### src/hdl/tpw_pkg.sv
// ----------------------------------------------------------------------------
// tpw_pkg: shared constants and types of the triplet pt window check
// Register indexes, reset values, the fixed-point curvature constant and the
// result record used by the datapath and its interfaces.
// ----------------------------------------------------------------------------
package tpw_pkg;

	// Default hit coordinate width, two's complement, 1/256 mm.
	localparam int COORD_BITS_DEF = 24;

	// Result and configuration widths.
	localparam int PT_BITS       = 32;
	localparam int FIELD_BITS    = 20;
	localparam int CFG_IDX_BITS  = 2;
	localparam int CFG_DATA_BITS = 32;

	// Register indexes of the configuration port.
	localparam logic [CFG_IDX_BITS-1:0] REG_PT_MIN = 2'd0;
	localparam logic [CFG_IDX_BITS-1:0] REG_PT_MAX = 2'd1;
	localparam logic [CFG_IDX_BITS-1:0] REG_FIELD  = 2'd2;

	// Register reset values.
	localparam logic [PT_BITS-1:0]    PT_MIN_RST = 32'h0000_0000;
	localparam logic [PT_BITS-1:0]    PT_MAX_RST = 32'hFFFF_FFFF;
	localparam logic [FIELD_BITS-1:0] FIELD_RST  = 20'd196608;

	// 0.00029979 held as KQ / 2^40; the total scale of the result is 2^55.
	localparam int                 KQ_BITS     = 29;
	localparam logic [KQ_BITS-1:0] KQ          = 29'd329622591;
	localparam int                 SCALE_SHIFT = 55;

	// Bit-product budget of one multiplier stage.
	localparam int MUL_BIT_BUDGET = 1024;

	// One result record.
	typedef struct packed {
		logic               compatible;
		logic [PT_BITS-1:0] momentum;
		logic               degenerate;
	} tpw_result_t;

endpackage

### src/hdl/tpw_mul_pipe.sv
// ----------------------------------------------------------------------------
// tpw_mul_pipe: pipelined unsigned multiplier
// Multiplies a by b one digit of b per stage, accumulating shifted partial
// products, and carries a side payload and a valid bit alongside.
// ----------------------------------------------------------------------------
module tpw_mul_pipe #(
	parameter int AW = 32,
	parameter int BW = 32,
	parameter int SW = 1
) (
	input  logic             clk,
	input  logic             arst_n,
	input  logic             en,
	input  logic             in_valid,
	input  logic [AW-1:0]    a,
	input  logic [BW-1:0]    b,
	input  logic [SW-1:0]    in_side,
	output logic             out_valid,
	output logic [AW+BW-1:0] p,
	output logic [SW-1:0]    out_side
);

	localparam int PW     = AW + BW;
	localparam int DG_RAW = tpw_pkg::MUL_BIT_BUDGET / AW;
	localparam int DGW    = (DG_RAW < 1) ? 1 : ((DG_RAW > 32) ? 32 : DG_RAW);
	localparam int ND     = (BW + DGW - 1) / DGW;
	localparam int BPW    = ND * DGW;
	localparam int PPW    = AW + DGW;

	logic          vld_s  [0:ND];
	logic [PW-1:0] acc_s  [0:ND];
	logic [AW-1:0] a_s    [0:ND];
	logic [BPW-1:0] b_s   [0:ND];
	logic [SW-1:0] side_s [0:ND];

	// Stage zero is the input itself.
	assign vld_s[0]  = in_valid;
	assign acc_s[0]  = '0;
	assign a_s[0]    = a;
	assign b_s[0]    = BPW'(b);
	assign side_s[0] = in_side;

	// One digit of b per stage.
	for (genvar k = 0; k < ND; k++) begin : g_step
		logic [PPW-1:0] pp;

		assign pp = PPW'(a_s[k]) * PPW'(b_s[k][k*DGW +: DGW]);

		always_ff @(posedge clk or negedge arst_n) begin
			if (!arst_n) begin
				vld_s[k+1] <= 1'b0;
			end else if (en) begin
				vld_s[k+1] <= vld_s[k];
			end
		end

		always_ff @(posedge clk) begin
			if (en) begin
				acc_s[k+1]  <= acc_s[k] + (PW'(pp) << (k * DGW));
				a_s[k+1]    <= a_s[k];
				b_s[k+1]    <= b_s[k];
				side_s[k+1] <= side_s[k];
			end
		end
	end

	assign out_valid = vld_s[ND];
	assign p         = acc_s[ND];
	assign out_side  = side_s[ND];

endmodule

### config.mk
export PLATFORM = sky130hd
export DESIGN_NAME = tpw_mul_pipe
export DESIGN_NICKNAME = d
export VERILOG_FILES = /design/src/hdl/tpw_pkg.sv /design/src/hdl/tpw_mul_pipe.sv
export SDC_FILE = /design/constraint.sdc
export NUM_CORES = 2
export LEC_CHECK = 0
export BUFFER_PORTS_ARGS = -buffer_cell sky130_fd_sc_hd__buf_2
export CORE_ASPECT_RATIO = 0.8
export CORE_MARGIN = 4
export CORE_UTILIZATION = 59
export CTS_CLUSTER_DIAMETER = 100
export DETAILED_ROUTE_END_ITERATION = 8
export PLACE_DENSITY = 0.77
export REMOVE_ABC_BUFFERS = 1
export SETUP_SLACK_MARGIN = 0.05
export SLEW_MARGIN = 20
export SYNTH_ARGS = -nofsm -noshare
export SYNTH_HDL_FRONTEND = slang
export SYNTH_SLANG_ARGS = --single-unit
export TNS_END_PERCENT = 1
### constraint.sdc
create_clock -name clk -period 1.3 [get_ports clk]
set_clock_uncertainty 0.05 [all_clocks]
set_input_delay 0.13 -clock clk [delete_from_list [all_inputs] [get_ports clk]]
set_output_delay 0.13 -clock clk [all_outputs]
set_load 0.005 [all_outputs]
# == Word-level counts from Yosys, hierarchy flattened ==
# Index checks and enable logic that the tools add are counted.
# totals
out_inout_bits,66
elab_cells,4
regBits,66
input_bits,69
# op_classes
n_mul,1
# ops
cell,n
32-bit by 32-bit multiplier with 64-bit output,1

# == Logic depth before layout (Yosys ltp) ==
# logic_depth
word_depth,1
mapped_depth,29
mapped_depth_nobuf,27

# == Least setup slack after synthesis ==
# No wires, ideal clock.
# synth_timing
path_type,in2reg
from,in a[25]
to,"reg acc_s, in the netlist p[62] (data pin)"
arrival_ns,6.742
path_stages,25
n_path_buf,2
setup_ns,0.262
path_slack_ns,-5.754
required_ns,0.988
path_cell_list,clkbuf_1 > nand2_1 > fa_1 > inv_1 > fa_1 > inv_1 > fa_1 > inv_1 > fa_1 > fa_1 > fa_1 > fa_1 > inv_1 > fa_1 > inv_1 > ha_1 > buf_2 > nand4_1 > or4_1 > or3_1 > a31oi_1 > a31o_2 > a211oi_1 > o21ai_1 > xor2_1
# synth_between
elab_chain_len,1
# synth_lines
item,line_no,rtl
from (decl),tpw_mul_pipe.sv:15,"input logic [AW-1:0] a,"
32-bit by 32-bit multiplier with 64-bit output,tpw_mul_pipe.sv:47,assign pp = PPW'(a_s[k]) * PPW'(b_s[k][k*DGW +: DGW]);
net g_step[0].pp[62],tpw_mul_pipe.sv:45,logic [PPW-1:0] pp;
"to (signal, indexed assignment)",tpw_mul_pipe.sv:59,acc_s[k+1] <= acc_s[k] + (PW'(pp) << (k * DGW));
to (decl),tpw_mul_pipe.sv:31,logic [PW-1:0] acc_s [0:ND];
# The timed path passes the listed nets, and every way through them passes these cells.
# A chain may end at the register's enable or synchronous reset.

# == Worst setup path in the final report ==
# layout_timing
from,in a[7]
to,"reg acc_s, in the netlist p[57] (data pin)"
# The elaborated chain is that of the path after synthesis.

==> metrics.md <==
| Metric | Value |
|---|---|
| Most frequent CP cell | fa_1 |
| Flops & latches, synth | 66 |
| DP HPWL | around 88000 microns |
| Worst-margin pin slew | 642 ps |
| Post-synthesis xor/xnor area fraction | 1.46% |
| Number of synthesized flops with an enable pin | 65 |
| Sequential area share after synthesis | under 10% |
| Crit path buffers/inverters | 8 |
| Period utilization | 542% |
| Worst skew pair latency | 370 ps |
| Setup WS post-layout | -5740 ps |
| Main flop type after synthesis | edfxtp_1 |
| Async S/R FF share, synth | 1.52% |
| Count of buffers from port buffering | between 100 and 150 |
| Clk buf depth | 2 |
| FILL cells | 4311 |
| Slowest stage cell, crit path | fa_1 |
| Vias | between 20k and 30k |
| Core Rows | ~80 |
| Synthesized instance count | roughly 3.8k |
| Layout cells sized above 1 | between 10% and 20% |
| Combinational family with the most area after synthesis | adder cells |
| Avg Vias per Cell | between 5 and 6 |
| CTS tree | built |
| Met3 wire len | 13700 microns |
| Post-synth top area share | ~50% |
| Arr. time, crit path | roughly 7100 ps |
| Area growth from synthesis to layout | 17.4% |
| Hold WC Path Type | primary input to flip-flop |
| Count of final hold-check violations | 0 |
| Critical path fanouts, max | 14 |
| Routed wire length | around 110000 microns |
| Post-synthesis mux area share | less than 1% |
| Gr ovfl total | 0 |
| Total iterations of the first detailed-routing run | 5 |
| CP required | 1380 ps |
| Finished Core Util | a little over two thirds |
| DRC | 0 |
| Post-synthesis compound-gate area fraction | under 10% |
| Library cells used by synthesis | 58 |
| Die Wd | between 200 and 300 microns |
| Outcome | finished with violations |
| Tot GR Track Use | 33.8% |
| CTS buffer count | 9 |
| Die Ht | about 230 microns |
| DR WL met2 | 45700 microns |
| Max incr delay on CP | around 570 ps |
| H-tree depth | 3 |
| Root buf cell | clkbuf_16 |
| Multi-input logic area | ~30000 sq um |
| Iter 0 DRT Violations | around 2.6k |
| Synth area leaders | fa_1 51%, and2_1 11%, ha_1 9.3% |
| Simple logic cell fraction of the synthesized area | ~17% |
| Worst-path clk slew | 80 ps |
| M1 WL | around 43000 microns |
| Leading area contributor after synthesis | fa_1 |
| Sink Count | 66 |
| Highest routed layer | met5 |
| Fin crit period | around 7000 ps |
| Starting Density | roughly 60% |
| Failing checks | setup timing |
| Slew Viols, Final | 0 |
| Worst hold slack | just over 400 ps |
| Top delay family on crit path | adder cells |
| Dpl cells | 4886 |
| GPL Wtd Cong | between 1 and 1.5 |
| Core area | roughly 60000 sq um |
| Routed WL per cell | around 21 microns |
| Reg area | 1980 sq um |
| Antenna violations before repair | 10 |
| Largest net degree at the start of global routing | 34 |
| RSZ-0062 raised after global routing | true |
| Netlist Area Pre-Place | between 30000 and 40000 sq um |
| Nets | roughly 5.4k |
| Setup crit start kind | primary input |
| Non-filler cells in the finished layout | 4919 |
| Worst setup path category | primary input to flip-flop |
| Most common cell in the synthesized netlist | fa_1 |
| First-pass GRT wire length | about 160000 microns |
| Yosys warning total | 0 |
| Adder-cell share of the synthesized area | 60.1% |
| Setup crit end kind | flip-flop |
| Post-Syn Area per Cell | about 9.4 sq um |
| Number of global-route vias before repair | roughly 30k |
| Antenna Nets Post-Route | 0 |
| Max_cap viols | 0 |
| Top cells by count, synth | 896 x fa_1, 863 x inv_1, 603 x and2_1 |
| Max transition margin | 56.8% |
| Die Footprint | ~64000 sq um |
| Fmax | around 0.14 GHz |
| I/O pins | about 140 |
| Final Setup Violations | 62 |
[registers in the layout, summed over array words and instances (netlist names)]
signal	flops
out_valid	1
out_side	1
p	64
[stage by stage]
stage / TNS, ps / setup slack, ps / area, sq um
4_1_cts: -289970 / -5660 / 40900
3_3_place_gp: -331830 / -6400 / 39800
5_1_grt: -306310 / -5900 / 41500
2_1_floorplan: -271240 / -5470 / 34500
6_report: -298660 / -5740 / 41500
3_5_place_dp: -336050 / -6470 / 39800
[path summary, 6_finish.rpt]
kind | start | to | slack [ps] | depth (start not counted)
setup / recovery | a[7] | p[57] | -5740 | 26
hold / removal | in_side | out_side | 410 | 2
setup reg to reg | out_valid | out_valid | 490 | 1
hold reg to reg | out_valid | out_valid | 480 | 1
max in group asynchronous | arst_n | out_valid | 560 | 3
min in group asynchronous | arst_n | out_valid | 540 | 3
[kinds of logic (layout without fill, tap and decap cells)]
group | after synthesis | in the layout
AOI/OAI and AO/OA | 205 | 205
xor gates and xnor gates | 59 | 59
adders and majority gates | 1159 | 1159
buffers and inverters | 1090 | 1475
DFF | 66 | 66
muxes | 2 | 2
other | 0 | 4
and+or+nand+nor | 1180 | 1180
[per-layer routing]
layer,up-vias,GRT usage (%)
li1,11709,-
met1,14195,50.0
met2,1555,50.2
met3,235,10.2
met4,10,6.96
met5,-,0.679
[cell type report]
class                           count  area share (%)
Inverter                          863            7.81
Sequential cell                    66            4.77
Multi-Input combinational cell   2605            72.5
Timing Repair Buffer              596            11.8
Clock buffer                        9           0.543
Tap cell                          769            2.32
Antenna cell                        4          0.0241
Clock inverter                      7           0.187
[timing repair]
| action | CTS | global route |
|---|---|---|
| endpoints found under the hold margin | 6 | 0 |
| hold buffers | 5 | 0 |
| endpoints found under the setup margin | 62 | 62 |
| resized for setup | 181 | 98 |
| buffers inserted | 8 | 0 |
| pin swaps | 44 | 34 |
[cell usage in the layout, fill, tap and decap left out, types with 4 or more instances in the layout]
master and count:
ha_1 225, inv_1 859, fa_1 876, dlygate4sd3_1 5
and4_1 4, nor3_1 5, ha_4 37, buf_2 85
inv_2 4, o21ai_1 14, nand4_1 24, and2_4 5
clkbuf_16 9, nand2_1 476, o21bai_1 10, nor2_1 18
or3_1 4, buf_8 12, buf_4 428, o21ai_0 11
o21a_1 8, fa_2 20, buf_12 34, a21o_1 37
a31oi_1 7, o21ai_2 5, xnor2_1 31, buf_6 29
nand3_1 11, diode_2 4, and2_1 598, edfxtp_1 65
xor2_1 24, a21oi_2 20, a21oi_1 47, and3_1 14
a221o_1 4
Power is not shown: default switching activity piles up to over one toggle a cycle in this logic, so the estimate is an artifact.
